--- config.mk ---
export PLATFORM = sky130hd
export DESIGN_NAME = stem_fader_mute_solo_mixer
export DESIGN_NICKNAME = d
export VERILOG_FILES = /design/src/rtl/stmx_pkg.sv /design/src/rtl/stem_fader_mute_solo_mixer.sv
export SDC_FILE = /design/constraint.sdc
export NUM_CORES = 1
export LEC_CHECK = 0
export ABC_AREA = 1
export BUFFER_PORTS_ARGS = -buffer_cell sky130_fd_sc_hd__buf_2
export CAP_MARGIN = 20
export CORE_MARGIN = 5
export CORE_UTILIZATION = 62
export DETAILED_ROUTE_END_ITERATION = 7
export PLACE_DENSITY_LB_ADDON = 0.2
export SYNTH_ARGS = -nofsm -noshare
export SYNTH_HDL_FRONTEND = slang
export SYNTH_SLANG_ARGS = --single-unit
export TNS_END_PERCENT = 30
--- constraint.sdc ---
create_clock -name i_clk -period 5.7 [get_ports i_clk]
set_clock_uncertainty 0.05 [all_clocks]
set_input_delay 1.425 -clock i_clk [delete_from_list [all_inputs] [get_ports i_clk]]
set_output_delay 1.425 -clock i_clk [all_outputs]
set_load 0.03 [all_outputs]
--- src/rtl/stmx_pkg.sv ---
// Shared types, constants and lookup tables of the stem fader, mute and solo mixer.
package stmx_pkg;

    // Field widths
    localparam int RAW_W   = 12;
    localparam int GAIN_W  = 9;
    localparam int MASK_W  = 4;
    localparam int STEMS   = 4;
    localparam int PTR_W   = 2;
    localparam int TIME_W  = 32;
    localparam int HOLD_W  = 16;
    localparam int TOL_W   = 10;
    localparam int CFG_IDX_W = 3;
    localparam int CFG_DAT_W = 16;

    // Divider: |raw - bottom| * 256 needs RAW_W + 8 bits
    localparam int DIV_W   = RAW_W + 8;
    localparam int DCNT_W  = $clog2(DIV_W + 1);

    // Ladder table
    localparam int TAB_SLOTS = 16;
    localparam int TAB_IDX_W = $clog2(TAB_SLOTS);
    localparam int ENT_W     = TAB_IDX_W + 1;
    localparam int MATCH_ENTRIES_DEF = 10;

    // Gain constants
    localparam logic [GAIN_W-1:0] GAIN_UNITY = GAIN_W'(256);

    // Register reset values
    localparam logic [RAW_W-1:0]  RST_FADER_BOTTOM = RAW_W'(120);
    localparam logic [RAW_W-1:0]  RST_FADER_TOP    = RAW_W'(3100);
    localparam logic [HOLD_W-1:0] RST_HOLD_TIME    = HOLD_W'(250);
    localparam logic [RAW_W-1:0]  RST_IDLE_FLOOR   = RAW_W'(120);
    localparam logic [TOL_W-1:0]  RST_TOLERANCE    = TOL_W'(50);

    // Configuration register indexes
    localparam logic [CFG_IDX_W-1:0] CFG_FADER_BOTTOM = CFG_IDX_W'(0);
    localparam logic [CFG_IDX_W-1:0] CFG_FADER_TOP    = CFG_IDX_W'(1);
    localparam logic [CFG_IDX_W-1:0] CFG_HOLD_TIME    = CFG_IDX_W'(2);
    localparam logic [CFG_IDX_W-1:0] CFG_IDLE_FLOOR   = CFG_IDX_W'(3);
    localparam logic [CFG_IDX_W-1:0] CFG_TOLERANCE    = CFG_IDX_W'(4);

    typedef logic [GAIN_W-1:0] t_gain;

    typedef enum logic [1:0] {
        ST_IDLE,
        ST_BUSY,
        ST_DONE
    } t_state;

    // Ladder level for each button combination; unused slots are zero
    function automatic logic [RAW_W-1:0] lad_level(input logic [TAB_IDX_W-1:0] idx);
        logic [RAW_W-1:0] lv;
        case (idx)
            4'd0:    lv = RAW_W'(207);
            4'd1:    lv = RAW_W'(401);
            4'd2:    lv = RAW_W'(576);
            4'd3:    lv = RAW_W'(725);
            4'd4:    lv = RAW_W'(860);
            4'd5:    lv = RAW_W'(981);
            4'd6:    lv = RAW_W'(1211);
            4'd7:    lv = RAW_W'(1307);
            4'd8:    lv = RAW_W'(1390);
            4'd9:    lv = RAW_W'(1547);
            default: lv = '0;
        endcase
        return lv;
    endfunction

    // Held-stem mask for each ladder slot
    function automatic logic [MASK_W-1:0] lad_mask(input logic [TAB_IDX_W-1:0] idx);
        logic [MASK_W-1:0] m;
        case (idx)
            4'd0:    m = 4'h1;
            4'd1:    m = 4'h2;
            4'd2:    m = 4'h3;
            4'd3:    m = 4'h4;
            4'd4:    m = 4'h5;
            4'd5:    m = 4'h6;
            4'd6:    m = 4'h8;
            4'd7:    m = 4'h9;
            4'd8:    m = 4'hA;
            4'd9:    m = 4'hC;
            default: m = '0;
        endcase
        return m;
    endfunction

endpackage

--- src/rtl/stem_fader_mute_solo_mixer.sv ---
// Top level of the stem fader, mute and solo mixer.
// One request per UI tick: the fader sample of the pointer's fader, the button ladder
// level and a millisecond time. From its accepting edge, each request passes through
// the bit-serial restoring divider that scales the fader sample, a step that hands the
// finished quotient over, and a step that updates the mute and solo state and loads the
// result. The input opens again in the cycle after that, so a new request is not taken
// until the previous one has loaded its result. The ladder is matched one table entry
// per cycle alongside the divider. The result sits in an output register, so the next
// request is taken while it waits; that request then holds in its last cycle until the
// waiting result has gone. Configuration is written through a plain write port
// while the block is idle; the user must keep to this, the block does not enforce it.
module stem_fader_mute_solo_mixer
    import stmx_pkg::*;
#(
    parameter int MATCH_ENTRIES = MATCH_ENTRIES_DEF
) (
    input  logic                 i_clk,
    input  logic                 i_rst_n,
    // configuration
    input  logic                 i_cfg_wr_en,
    input  logic [CFG_IDX_W-1:0] i_cfg_index,
    input  logic [CFG_DAT_W-1:0] i_cfg_data,
    // request channel
    input  logic                 i_in_valid,
    output logic                 o_in_stall,
    input  logic [RAW_W-1:0]     i_fader_level,
    input  logic                 i_fader_valid,
    input  logic [RAW_W-1:0]     i_ladder_level,
    input  logic [TIME_W-1:0]    i_now_ms,
    // result channel
    output logic                 o_out_valid,
    input  logic                 i_out_stall,
    output logic [GAIN_W-1:0]    o_gain_stem0,
    output logic [GAIN_W-1:0]    o_gain_stem1,
    output logic [GAIN_W-1:0]    o_gain_stem2,
    output logic [GAIN_W-1:0]    o_gain_stem3,
    output logic [PTR_W-1:0]     o_next_fader,
    output logic [MASK_W-1:0]    o_solo_mask,
    output logic [MASK_W-1:0]    o_muted_mask,
    output logic [MASK_W-1:0]    o_held_mask
);

    // Configuration registers
    logic [RAW_W-1:0]  r_fader_bottom;
    logic [RAW_W-1:0]  r_fader_top;
    logic [HOLD_W-1:0] r_hold_time;
    logic [RAW_W-1:0]  r_idle_floor;
    logic [TOL_W-1:0]  r_tolerance;

    // Control and mixer state
    t_state            r_state, n_state;
    t_gain             r_fader_gain [STEMS];
    logic [PTR_W-1:0]  r_ptr;
    logic              r_buttons_down;
    logic              r_hold_soloing;
    logic [MASK_W-1:0] r_last_held;
    logic [TIME_W-1:0] r_press_start;
    logic [MASK_W-1:0] r_mute_set;
    logic [MASK_W-1:0] r_solo_set;
    logic              r_out_valid;

    // Captured request and serial datapath
    logic              r_smp_valid;
    logic              r_den_zero;
    logic              r_neg;
    logic [TIME_W-1:0] r_now;
    logic [RAW_W-1:0]  r_lad;
    logic [DIV_W-1:0]  r_num;
    logic [RAW_W-1:0]  r_den;
    logic [RAW_W-1:0]  r_rem;
    logic [DCNT_W-1:0] r_cnt;
    logic [ENT_W-1:0]  r_ent;
    logic              r_match_done;
    logic [MASK_W-1:0] r_cur;

    // Result payload
    t_gain             r_out_gain [STEMS];
    logic [PTR_W-1:0]  r_out_ptr;
    logic [MASK_W-1:0] r_out_solo;
    logic [MASK_W-1:0] r_out_mute;
    logic [MASK_W-1:0] r_out_held;

    // FSM outputs
    logic              in_acc;
    logic              commit;
    logic              out_free;

    assign out_free = !r_out_valid || !i_out_stall;

    // Next state
    always_comb begin
        n_state = r_state;
        unique case (r_state)
            ST_IDLE: if (i_in_valid) n_state = ST_BUSY;
            ST_BUSY: if (r_cnt == '0 && r_match_done) n_state = ST_DONE;
            ST_DONE: if (out_free) n_state = ST_IDLE;
            default: n_state = ST_IDLE;
        endcase
    end

    // FSM outputs
    always_comb begin
        o_in_stall = 1'b1;
        in_acc     = 1'b0;
        commit     = 1'b0;
        unique case (r_state)
            ST_IDLE: begin
                o_in_stall = 1'b0;
                in_acc     = i_in_valid;
            end
            ST_BUSY: begin
                o_in_stall = 1'b1;
            end
            ST_DONE: begin
                commit = out_free;
            end
            default: begin
                o_in_stall = 1'b1;
            end
        endcase
    end

    // Signed numerator and denominator of the fader scaling
    logic [RAW_W:0] num_s;
    logic [RAW_W:0] den_s;
    logic [RAW_W:0] num_abs;
    logic [RAW_W:0] den_abs;

    always_comb begin
        num_s   = {1'b0, i_fader_level} - {1'b0, r_fader_bottom};
        den_s   = {1'b0, r_fader_top} - {1'b0, r_fader_bottom};
        num_abs = num_s[RAW_W] ? (~num_s + 1'b1) : num_s;
        den_abs = den_s[RAW_W] ? (~den_s + 1'b1) : den_s;
    end

    // Divider step: one quotient bit a cycle
    logic [RAW_W:0] div_sh;
    logic [RAW_W:0] div_diff;
    logic           div_ge;

    always_comb begin
        div_sh   = {r_rem, r_num[DIV_W-1]};
        div_diff = div_sh - {1'b0, r_den};
        div_ge   = div_sh >= {1'b0, r_den};
    end

    // Ladder match step: one table entry a cycle
    logic [RAW_W-1:0] tab_lv;
    logic [RAW_W-1:0] lad_dist;
    logic             ent_end;

    always_comb begin
        tab_lv   = lad_level(r_ent[TAB_IDX_W-1:0]);
        lad_dist = (r_lad >= tab_lv) ? (r_lad - tab_lv) : (tab_lv - r_lad);
        ent_end  = (r_ent == ENT_W'(MATCH_ENTRIES));
    end

    // State update and result of one tick
    t_gain             n_fader_gain [STEMS];
    t_gain             n_out_gain [STEMS];
    t_gain             gain_new;
    logic [PTR_W-1:0]  n_ptr;
    logic              n_buttons_down;
    logic              n_hold_soloing;
    logic [MASK_W-1:0] n_last_held;
    logic [TIME_W-1:0] n_press_start;
    logic [MASK_W-1:0] n_mute_set;
    logic [MASK_W-1:0] n_solo_set;
    logic [TIME_W-1:0] press_age;

    always_comb begin
        // scaled gain, clamped to 0..256
        if (r_neg)
            gain_new = '0;
        else if (r_num > DIV_W'(GAIN_UNITY))
            gain_new = GAIN_UNITY;
        else
            gain_new = r_num[GAIN_W-1:0];

        for (int s = 0; s < STEMS; s++) begin
            n_fader_gain[s] = r_fader_gain[s];
        end
        if (r_smp_valid && !r_den_zero)
            n_fader_gain[r_ptr] = gain_new;
        n_ptr = r_ptr + 1'b1;

        // buttons: tap toggles mute, long hold solos
        n_buttons_down = r_buttons_down;
        n_hold_soloing = r_hold_soloing;
        n_last_held    = r_last_held;
        n_press_start  = r_press_start;
        n_mute_set     = r_mute_set;
        n_solo_set     = r_solo_set;
        press_age      = '0;
        if (r_cur != '0) begin
            if (!r_buttons_down) begin
                n_press_start  = r_now;
                n_hold_soloing = 1'b0;
                n_buttons_down = 1'b1;
            end
            n_last_held = r_cur;
            press_age   = r_now - n_press_start;
            if (!n_hold_soloing && press_age > TIME_W'(r_hold_time))
                n_hold_soloing = 1'b1;
            if (n_hold_soloing)
                n_solo_set = r_cur;
        end else if (r_buttons_down) begin
            if (r_hold_soloing)
                n_solo_set = '0;
            else
                n_mute_set = r_mute_set ^ r_last_held;
            n_buttons_down = 1'b0;
        end

        // effective gains: solo wins over mute
        for (int s = 0; s < STEMS; s++) begin
            if (n_solo_set != '0)
                n_out_gain[s] = n_solo_set[s] ? n_fader_gain[s] : '0;
            else
                n_out_gain[s] = n_mute_set[s] ? '0 : n_fader_gain[s];
        end
    end

    // Control registers
    always_ff @(posedge i_clk) begin
        if (!i_rst_n) begin
            r_state        <= ST_IDLE;
            r_fader_bottom <= RST_FADER_BOTTOM;
            r_fader_top    <= RST_FADER_TOP;
            r_hold_time    <= RST_HOLD_TIME;
            r_idle_floor   <= RST_IDLE_FLOOR;
            r_tolerance    <= RST_TOLERANCE;
            for (int s = 0; s < STEMS; s++) begin
                r_fader_gain[s] <= GAIN_UNITY;
            end
            r_ptr          <= '0;
            r_buttons_down <= 1'b0;
            r_hold_soloing <= 1'b0;
            r_last_held    <= '0;
            r_press_start  <= '0;
            r_mute_set     <= '0;
            r_solo_set     <= '0;
            r_out_valid    <= 1'b0;
            r_cnt          <= '0;
            r_match_done   <= 1'b1;
        end else begin
            r_state <= n_state;

            // configuration writes
            if (i_cfg_wr_en) begin
                unique case (i_cfg_index)
                    CFG_FADER_BOTTOM: r_fader_bottom <= i_cfg_data[RAW_W-1:0];
                    CFG_FADER_TOP:    r_fader_top    <= i_cfg_data[RAW_W-1:0];
                    CFG_HOLD_TIME:    r_hold_time    <= i_cfg_data[HOLD_W-1:0];
                    CFG_IDLE_FLOOR:   r_idle_floor   <= i_cfg_data[RAW_W-1:0];
                    CFG_TOLERANCE:    r_tolerance    <= i_cfg_data[TOL_W-1:0];
                    default: ;
                endcase
            end

            // divider count and match progress
            if (in_acc) begin
                r_cnt        <= DCNT_W'(DIV_W);
                r_match_done <= (i_ladder_level < r_idle_floor);
            end else begin
                if (r_cnt != '0)
                    r_cnt <= r_cnt - 1'b1;
                if (!r_match_done && (ent_end || lad_dist <= RAW_W'(r_tolerance)))
                    r_match_done <= 1'b1;
            end

            // state commit
            if (commit) begin
                for (int s = 0; s < STEMS; s++) begin
                    r_fader_gain[s] <= n_fader_gain[s];
                end
                r_ptr          <= n_ptr;
                r_buttons_down <= n_buttons_down;
                r_hold_soloing <= n_hold_soloing;
                r_last_held    <= n_last_held;
                r_press_start  <= n_press_start;
                r_mute_set     <= n_mute_set;
                r_solo_set     <= n_solo_set;
            end

            // output register
            if (commit)
                r_out_valid <= 1'b1;
            else if (!i_out_stall)
                r_out_valid <= 1'b0;
        end
    end

    // Datapath registers
    always_ff @(posedge i_clk) begin
        if (in_acc) begin
            r_smp_valid <= i_fader_valid;
            r_den_zero  <= (den_s == '0);
            r_neg       <= num_s[RAW_W] ^ den_s[RAW_W];
            r_now       <= i_now_ms;
            r_lad       <= i_ladder_level;
            r_num       <= {num_abs[RAW_W-1:0], 8'h00};
            r_den       <= den_abs[RAW_W-1:0];
            r_rem       <= '0;
            r_ent       <= '0;
            r_cur       <= '0;
        end else begin
            if (r_cnt != '0) begin
                r_rem <= div_ge ? div_diff[RAW_W-1:0] : div_sh[RAW_W-1:0];
                r_num <= {r_num[DIV_W-2:0], div_ge};
            end
            if (!r_match_done) begin
                if (ent_end)
                    r_cur <= '0;
                else if (lad_dist <= RAW_W'(r_tolerance))
                    r_cur <= lad_mask(r_ent[TAB_IDX_W-1:0]);
                else
                    r_ent <= r_ent + 1'b1;
            end
        end

        if (commit) begin
            for (int s = 0; s < STEMS; s++) begin
                r_out_gain[s] <= n_out_gain[s];
            end
            r_out_ptr  <= n_ptr;
            r_out_solo <= n_solo_set;
            r_out_mute <= n_mute_set;
            r_out_held <= r_cur;
        end
    end

    assign o_out_valid  = r_out_valid;
    assign o_gain_stem0 = r_out_gain[0];
    assign o_gain_stem1 = r_out_gain[1];
    assign o_gain_stem2 = r_out_gain[2];
    assign o_gain_stem3 = r_out_gain[3];
    assign o_next_fader = r_out_ptr;
    assign o_solo_mask  = r_out_solo;
    assign o_muted_mask = r_out_mute;
    assign o_held_mask  = r_out_held;

endmodule
==> out/qor.yml, run 1 <==
power:
  leakage_nw: 10.0
  p_sw_mw: 3.44
  seqPwrFrac_pct: 34.3
  pwr-share-comb_pct: 38.9
  powerDensity_nw_per_um2: 417
  p_sw_share_pct: 38.6
  p_int_mw: 5.48
  pwr-share-clk_pct: 26.8
  ir_drop_mv: 0.402
  total_power_mw: 8.92
sta:
  min_period_ps: 5290
  rsz0062_at_grt: "no"
  hold_violations: 0
  setup_viol: 0
  slew_headroom_pct: 28.6
  slew_violations: 0
  timing.hold.ws_ps: 409
  timing.final.crit_share_pct: 92.8
  finalSetupTns_ps: 0
  worst_slack_ps: 411
  worst_pin_slew_ps: 1060
  fmaxAchievable_ghz: 0.189
setup_path:
  path_max_fanout: 13
  worst_setup_path_end_kind: "flip-flop"
  crit_end: "tab_lv[10]$_DFF_P_"
  worstSetupStartpoint: "r_lad[0]$_DFFE_PP_"
  r2r_start: "r_lad[0]$_DFFE_PP_"
  regToRegEndpoint: "tab_lv[10]$_DFF_P_"
  critPathMaxStageDelay_ps: 510
  path_common_cell: "nand2_1"
  criticalPathCategory: "reg2reg"
  crit_arrival_ps: 5630
  slowest_stage: "or4_1"
  crit_path_start_kind: "flip-flop"
  rrSetupSlack_ps: 410
  required_ps: 6040
  rr_worst_depth: 27
synth:
  synth_area_per_cell_um2: 7.81
  yosysWarnings: 0
  netlist_area_um2: 19100
  synth.distinct_cells: 50
  async_reset_ff_share_pct: 0
  synth-seq-cells: 319
  synth.yosys.seq_area_share_pct: 41.6
  ys.flop_type: "dfxtp_1"
  synth_edf_count: 157
  yosysTopAreaCell: "edfxtp_1"
  netlist.area_leader.share_pct: 24.7
  synth_most_common_cell: "nand2_1"
  syn-num-nets: 2679
  synth.top_cells.by_count: "574 x nand2_1, 355 x inv_1, 220 x nor2_1"
  synthTopCellsByArea: "edfxtp_1 25%, dfxtp_1 17%, nand2_1 11%, ha_1 9.5%, inv_1 7.0%"
  syn_inst: 2447
layout:
  final_area_um2: 21400
  diodes: 0
  stdcell_count: 2990
  layout-drive-gt1-share_pct: 10.9
  layout-area-overhead-vs-synth_pct: 11.8
  fin_nets: 2799
  nFillCells: 2489
  final_core_util_pct: 70.1
global_route:
  grt_pass1_vias: 15800
  antenna_found_initial: 0
  grt_overflow: 0
  grt_pass1_wl_mm: 76.5
  grt_start_max_net_pins: 67
  grt_use_total_pct: 26.9
placement:
  hpwl_mm: 34.6
  place.gp.congestion: 0.949
  dpl_worst_slack_ps: 334
  dpl_cell_area_um2: 20100
  io_buffer_count: 132
  dpl.cell_count: 2925
floorplanning:
  die_width_um: 186
  die_h_um: 186
  ios: 133
  rows: 64
  coreArea_um2: 30500
  start_util_pct: 62.7
  fp.dieArea_um2: 34400
route:
  first_pass_iters: 5
  drcViolationCount: 0
  drt_wl_total_mm: 46.9
  vias_per_cell: 5.50
  via_count: 16400
  antenna_left: 0
  wl_per_cell_um: 15.7
  drt_iter0_drc: 1251
run:
  maxCapViolations: 0
clock_tree:
  clk_pin_slew_worst_paths_ps: 60
  cts_root_buf: "clkbuf_16"
  cts_tree: "done"
  hold_buffers: 0
  cts_sinks: 319
  htreeDepth: 2
  cts_inserted_buffers: 35
  worstSkewPairLatency_ps: 520
  post_cts_buffers: 0
  clockBufferDepth: 3
run_status:
  status: "finished, final reports clean"
hold_path:
  hold_class: "reg2reg"
-- power groups by stage --
| stage | Clock (mW) | Combinational, mW | Sequential [mW] |
|---|---|---|---|
| finish | 2.39 | 3.47 | 3.06 |
| global route | 2.52 | 3.92 | 3.09 |
| CTS | 2.42 | 3.44 | 3.06 |
| detailed placement | 0 | 3.39 | 3.10 |
| global placement | 0 | 3.28 | 3.09 |
| floorplan | 0 | 2.59 | 3.12 |
-- worst min-delay path by stage --
stage | start | endpoint | slack, ps | cells past startpoint
global placement | r_cnt[0]$_SDFFE_PP0N_ | r_cnt[0]$_SDFFE_PP0N_ | 380 | 1
finish | r_cnt[0]$_SDFFE_PP0N_ | r_cnt[0]$_SDFFE_PP0N_ | 410 | 1
floorplan | r_cnt[0]$_SDFFE_PP0N_ | r_cnt[0]$_SDFFE_PP0N_ | 370 | 1
CTS | r_cnt[0]$_SDFFE_PP0N_ | r_cnt[0]$_SDFFE_PP0N_ | 410 | 1
detailed placement | r_ent[4]$_SDFFE_PP0N_ | r_ent[4]$_SDFFE_PP0N_ | 390 | 1
global route | flip-flop | r_cur[2]$_SDFFE_PP0P_ | 440 | 2
-- layer usage --
metal  global-route usage, %  share of wire [%]  up-vias
li1                        -                  -     8287
met1                    36.8                 45     7555
met2                    45.2                 46      490
met3                    3.46                5.6      107
met4                    7.69                2.7        0
met5                       0                  0        -
-- layout make-up --
type | count | area (um2) | area share (%)
multi-input combinational | 1695 | 9530 | 44.6
sequential | 319 | 7960 | 37.2
inverter | 367 | 1380 | 6.45
clock buffer | 45 | 1020 | 4.75
timing repair buffer | 149 | 788 | 3.69
tap | 396 | 495 | 2.32
clock inverter | 19 | 211 | 0.989
-- state kept, by name (all words and copies together), names as in the netlist, 5 cells and up, named ones only --
name / count
r_cnt: 5
r_den: 12
r_ent: 5
r_fader_bottom: 12
r_fader_gain: 36
r_fader_top: 12
r_hold_time: 16
r_idle_floor: 12
r_lad: 12
r_now: 32
r_num: 20
r_out_gain: 36
r_press_start: 32
r_rem: 12
r_tolerance: 10
tab_lv: 11
-- critical path, delay by kind of cell (launching register included) --
kind | cells | cell delay, ps
AND/OR/NAND/NOR | 13 | 2120
flip-flops | 1 | 390
adder cells (fa/ha/maj) | 4 | 1090
AO/OA/AOI/OAI | 4 | 770
buffers and inverters | 5 | 560
XOR/XNOR | 1 | 180
-- cell families after synthesis --
| logic type | after synthesis | synth area share [%] |
|---|---|---|
| buffers and inverters | 433 | 8.64 |
| AND/OR/NAND/NOR | 1032 | 22.7 |
| AO/OA/AOI/OAI | 416 | 12.3 |
| XOR/XNOR | 64 | 2.93 |
| multiplexers | 32 | 1.68 |
| flip-flops | 319 | 41.6 |
| adder cells (fa/ha/maj) | 151 | 10.1 |
-- what timing repair did --
action,CTS,global route
endpoints found under the setup margin,0,26
endpoints found under the hold margin,0,0
resized for setup,0,2
-- placed cells by master, fill, tap and decap left out, types with 32 or more instances in the layout --
cell type	netlist	routed
a211oi_1	34	34
a21oi_1	162	162
buf_2	0	132
clkbuf_16	0	37
dfxtp_1	162	161
edfxtp_1	157	157
ha_1	145	145
inv_1	355	354
mux2i_1	32	32
nand2_1	574	574
nand3_1	101	101
nor2_1	220	219
nor3_1	32	32
o21ai_0	146	146
or2_2	41	41
xor2_1	44	44
Note: power is estimated with default switching activity, not from simulation.
==> run 2, diff against run 1 <==
--- a/config.mk
+++ b/config.mk
@@ -12,6 +12,7 @@
 export CORE_UTILIZATION = 62
 export DETAILED_ROUTE_END_ITERATION = 7
 export PLACE_DENSITY_LB_ADDON = 0.2
+export REMOVE_ABC_BUFFERS = 1
 export SYNTH_ARGS = -nofsm -noshare
 export SYNTH_HDL_FRONTEND = slang
 export SYNTH_SLANG_ARGS = --single-unit
==> constraint.sdc (replaced) <==
create_clock -name i_clk -period 5.7 [get_ports i_clk]
set_clock_uncertainty 0.05 [all_clocks]
set_input_delay 0.57 -clock i_clk [delete_from_list [all_inputs] [get_ports i_clk]]
set_output_delay 0.57 -clock i_clk [all_outputs]
set_load 0.03 [all_outputs]
==> run 2 against run 1 <==
  * Clock-buffer cell count unchanged
  * Non-clock buffer count is 2 lower
  * Utilization down 0.25 points
  * First-iteration DRC count decreased by 5.4%
  * Via count fell by 0.85%
  * Flip-flop and latch count stayed put
  * Critical path type unchanged
  * Largest cell class unchanged
==> out/qor.yml, run 2 (same netlist as run 1, synthesis figures left out) <==
hold_path:
  min-delay-start: "i_now_ms[30]"
  hold_class: "in2reg"
  hold_depth: 1
  min_to: "r_now[30]$_DFFE_PP_"
clock_tree:
  htreeDepth: 2
  clockBufferDepth: 3
  worstSkewPairLatency_ps: 530
  post_cts_buffers: 0
  cts_root_buf: "clkbuf_16"
  clk_pin_slew_worst_paths_ps: 60
  cts_tree: "done"
  cts_sinks: 319
  cts_inserted_buffers: 36
placement:
  dpl.cell_count: 2923
  hpwl_mm: 34.9
  dpl_cell_area_um2: 20100
  io_buffer_count: 132
  dpl_worst_slack_ps: 385
  place.gp.congestion: 0.966
route:
  via_count: 16300
  first_pass_iters: 5
  met2WireLength_mm: 21.8
  drt_wl_total_mm: 46.9
  drcViolationCount: 0
  drt_iter0_drc: 1183
  dr.max_layer_used: "met4"
  vias_per_cell: 5.45
  wl_per_cell_um: 15.7
  wl_met3_mm: 2.52
  antenna_left: 0
  wl_met1_mm: 21.4
setup_path:
  worstSetupStartpoint: "r_lad[0]$_DFFE_PP_"
  r2r_start: "r_lad[0]$_DFFE_PP_"
  path_common_cell: "nand2_1"
  crit_arrival_ps: 5550
  critPathMaxStageDelay_ps: 520
  rr_worst_depth: 29
  cp_top_family: "simple AND/OR/NAND/NOR gates"
  cp.buffers_inverters: 3
  criticalPathCategory: "reg2reg"
  rrSetupSlack_ps: 500
  worst_setup_path_end_kind: "flip-flop"
  crit_path_start_kind: "flip-flop"
  required_ps: 6060
  path_max_fanout: 13
  slowest_stage: "or4_1"
layout:
  final_core_util_pct: 69.8
  reg_top3: "r_fader_gain: 36 flops, r_out_gain: 36 flops"
  diodes: 0
  layout-drive-gt1-share_pct: 10.6
  layout-area-overhead-vs-synth_pct: 11.4
  stdcell_count: 2989
  final_area_um2: 21300
  seqCellArea_um2: 7960
  multi_input_area_um2: 9530
  final_cell_mix: "574 x nand2_1, 354 x inv_1, 219 x nor2_1, 162 x a21oi_1, 161 x dfxtp_1"
  fin_nets: 2798
  nFillCells: 2533
  layout_commonest_cell: "nand2_1"
sta:
  finalSetupTns_ps: 0
  hold_violations: 0
  min_period_ps: 5200
  timing.hold.ws_ps: 170
  worst_pin_slew_ps: 1080
  slew_violations: 0
  fmaxAchievable_ghz: 0.192
  slew_headroom_pct: 28.1
  worst_slack_ps: 505
  setup_viol: 0
  timing.final.crit_share_pct: 91.1
run_status:
  status: "finished, final reports clean"
global_route:
  grt_pass1_wl_mm: 75.8
  grt_start_max_net_pins: 68
  antenna_found_initial: 0
  grt_overflow: 0
  grt_pass1_vias: 15400
  grt_use_total_pct: 26.8
power:
  leakage_nw: 9.96
  powerDensity_nw_per_um2: 414
  total_power_mw: 8.81
  ir_drop_mv: 0.333
floorplanning:
  ios: 133
  die_width_um: 186
  die_h_um: 186
  fp.dieArea_um2: 34400
  rows: 64
  start_util_pct: 62.7
  coreArea_um2: 30500
run:
  maxCapViolations: 0
## run 2: final cells by class
cell class              count  share of cell area [%]
inverters                 367                    6.47
well taps                 396                    2.33
clock inverters            20                   0.899
repair buffers            147                    3.63
flip-flops and latches    319                    37.4
clock buffers              45                    4.58
multi-input cells        1695                    44.7
## run 2: worst register-to-register path, delay by kind of cell (launching register included)
kind,cells,cell delay (ps)
compound gates,3,690
xor+xnor,1,190
fa+ha+maj,4,1230
buf+inv,3,190
flops,1,390
simple gates,18,2340
## run 2: repair_timing
item | CTS | global route
hold buffers | 0 | 0
gates resized for setup | 0 | 2
setup endpoints to repair | 0 | 48
## run 2: layer usage
layer	up-vias	GRT usage, %
met3	88	3.17
met5	-	0
met1	7473	37.4
met4	0	7.40
met2	449	44.4
li1	8289	-
## run 2: how the worst max path moves through the flow
stage | end | depth (start not counted) | slack (ps)
2_1_floorplan | r_out_gain[0][0]$_DFFE_PP_ | 28 | 500
3_3_place_gp | tab_lv[0]$_DFF_P_ | 29 | 650
3_5_place_dp | tab_lv[0]$_DFF_P_ | 29 | 380
4_1_cts | tab_lv[0]$_DFF_P_ | 29 | 350
5_1_grt | tab_lv[0]$_DFF_P_ | 29 | -30
6_report | flip-flop | 29 | 500
## run 2: report_power, final
part / switching, mW / total, mW / internal [mW]
clock network: 0.935 / 2.29 / 1.35
logic: 2.29 / 3.46 / 1.16
registers: 0.194 / 3.07 / 2.87
==> run 3, diff against run 2 <==
==> constraint.sdc (replaced) <==
create_clock -name i_clk -period 5.7 [get_ports i_clk]
set_clock_uncertainty 0.05 [all_clocks]
set_input_delay 1.14 -clock i_clk [delete_from_list [all_inputs] [get_ports i_clk]]
set_output_delay 1.14 -clock i_clk [all_outputs]
set_load 0.03 [all_outputs]
==> run 3 against run 2 <==
  * Sequential power about the same
  * Non-clock buffer count grew 1
  * Sequential share of layout area shrank 0.11 points
  * Utilization increased by 0.21 points
  * Die area is the same
  * Hold slack better by 230 ps
  * Clock power up 3%
  * Via count increased by 0.23%
  * Critical path type unchanged
  * Largest cell class unchanged
  * Largest power group unchanged
==> out/qor.yml, run 3 (same netlist as run 1, synthesis figures left out) <==
run_status:
  status: "finished, final reports clean"
hold_path:
  hold_class: "reg2reg"
  hold_depth: 1
sta:
  finalSetupTns_ps: 0
  hold_violations: 0
  worst_pin_slew_ps: 1080
  rsz0062_at_grt: "no"
  timing.final.crit_share_pct: 89.7
  fmaxAchievable_ghz: 0.196
  slew_headroom_pct: 27.6
  slew_violations: 0
  min_period_ps: 5110
  setup_viol: 0
setup_path:
  critPathMaxStageDelay_ps: 520
  worst_setup_path_end_kind: "flip-flop"
  rr_worst_depth: 27
  path_common_cell: "nand2_1"
  cp.buffers_inverters: 5
  required_ps: 6050
  slowest_stage: "or4_1"
  path_max_fanout: 12
  crit_path_start_kind: "flip-flop"
  cp_top_family: "simple AND/OR/NAND/NOR gates"
  criticalPathCategory: "reg2reg"
  crit_arrival_ps: 5460
  path_depth: 27
global_route:
  antenna_found_initial: 0
  grt_overflow: 0
  grt_pass1_vias: 15500
  grt_pass1_wl_mm: 75.9
  grt_use_total_pct: 26.7
  grt_start_max_net_pins: 68
clock_tree:
  clk_pin_slew_worst_paths_ps: 60
  cts_tree: "done"
  worstSkewPairLatency_ps: 530
  cts_inserted_buffers: 36
  htreeDepth: 2
  post_cts_buffers: 0
  hold_buffers: 0
  clockBufferDepth: 3
  ctsResizeCount: 0
  cts_root_buf: "clkbuf_16"
  cts_sinks: 319
route:
  drcViolationCount: 0
  first_pass_iters: 5
  wl_per_cell_um: 15.5
  vias_per_cell: 5.46
  via_count: 16300
  drt_iter0_drc: 1015
  antenna_left: 0
  drt_wl_total_mm: 46.3
layout:
  layout-area-overhead-vs-synth_pct: 11.8
  layout-drive-gt1-share_pct: 11.1
  stdcell_count: 2991
  diodes: 0
  final_cell_mix: "574 x nand2_1, 354 x inv_1, 219 x nor2_1, 162 x a21oi_1, 161 x dfxtp_1"
  fin_nets: 2799
  layout_commonest_cell: "nand2_1"
  reg_top3: "r_fader_gain: 36 flops, r_out_gain: 36 flops"
  nFillCells: 2511
placement:
  hpwl_mm: 34.8
  dpl.cell_count: 2924
  io_buffer_count: 132
  place.gp.congestion: 0.980
power:
  pwr-share-comb_pct: 38.6
  ir_drop_mv: 0.340
  p_sw_mw: 3.43
  powerDensity_nw_per_um2: 413
  p_int_mw: 5.39
  pwr-share-clk_pct: 26.7
  leakage_nw: 10.0
  p_sw_share_pct: 38.9
  seqPwrFrac_pct: 34.7
floorplanning:
  die_width_um: 186
  die_h_um: 186
  fp.dieArea_um2: 34400
  start_util_pct: 62.7
  ios: 133
  coreArea_um2: 30500
  rows: 64
run:
  maxCapViolations: 0
[run 3: changes by cell type in the layout (fill, tap and decap cells not counted), sizes merged]
cell	before	now
buf	147	148
bufinv	3	1
clkinv	18	14
clkinvlp	2	3
inv	364	370
[run 3: final timing paths]
check / from / slack, ps / to
setup / recovery: r_lad[0]$_DFFE_PP_ / 590 / tab_lv[10]$_DFF_P_
hold / removal: r_cnt[0]$_SDFFE_PP0N_ / 400 / r_cnt[0]$_SDFFE_PP0N_
hold reg to reg: r_cnt[0]$_SDFFE_PP0N_ / 400 / r_cnt[0]$_SDFFE_PP0N_
setup reg to reg: r_lad[0]$_DFFE_PP_ / 590 / tab_lv[10]$_DFF_P_
[run 3: stage by stage]
stage | hold slack [ps] | setup slack [ps] | utilization [%] | total power, mW | cell area, um2
floorplan | 372 | 497 | - | 5.57 | 18800
global placement | 384 | 700 | 66.0 | 6.36 | 20100
detailed placement | 391 | 439 | 66.0 | 6.48 | 20100
CTS | 399 | 322 | 70.0 | 8.85 | 21400
global route | 424 | 72.2 | 70.0 | 9.50 | 21400
finish | 398 | 590 | 70.0 | 8.83 | 21400
[run 3: worst register-to-register path, cell delays in order (launching register included)]
cell	delay, ps
edfxtp_1	400
inv_1	80
ha_1	160
inv_1	50
fa_1	370
nand3_1	130
nand2_1	90
nor2_1	100
nor2_1	60
nor2_2	190
nand2_1	70
o21ai_0	160
o211ai_1	190
a221oi_1	320
xor2_1	170
inv_1	50
ha_1	280
nand2_1	60
or4_1	520
nand2_1	100
nand3_2	140
nand3_2	140
nand2_1	60
nand3_1	330
clkinv_1	340
ha_1	270
inv_1	50
a21oi_1	50
[run 3: final cells by class]
| class | instances | area, um2 | share of cell area, % |
|---|---|---|---|
| Sequential cell | 319 | 7960 | 37.3 |
| Clock buffer | 45 | 1040 | 4.86 |
| Timing Repair Buffer | 148 | 781 | 3.65 |
| Clock inverter | 21 | 190 | 0.890 |
| Inverter | 367 | 1380 | 6.45 |
| Tap cell | 396 | 495 | 2.32 |
| Multi-Input combinational cell | 1695 | 9520 | 44.6 |
[run 3: power groups by stage]
| stage | clock (mW) | combinational (mW) | sequential, mW |
|---|---|---|---|
| floorplan | 0 | 2.44 | 3.13 |
| global placement | 0 | 3.26 | 3.10 |
| detailed placement | 0 | 3.37 | 3.11 |
| CTS | 2.39 | 3.39 | 3.07 |
| global route | 2.49 | 3.91 | 3.10 |
| finish | 2.35 | 3.41 | 3.07 |
[run 3: metal layers]
| metal | up-vias | track usage (%) | wire length [um] |
|---|---|---|---|
| li1 | 8274 | - | - |
| met1 | 7498 | 37.2 | 21100 |
| met2 | 459 | 44.5 | 21400 |
| met3 | 105 | 3.30 | 2620 |
| met4 | 0 | 7.26 | 1250 |
| met5 | - | 0 | 0 |
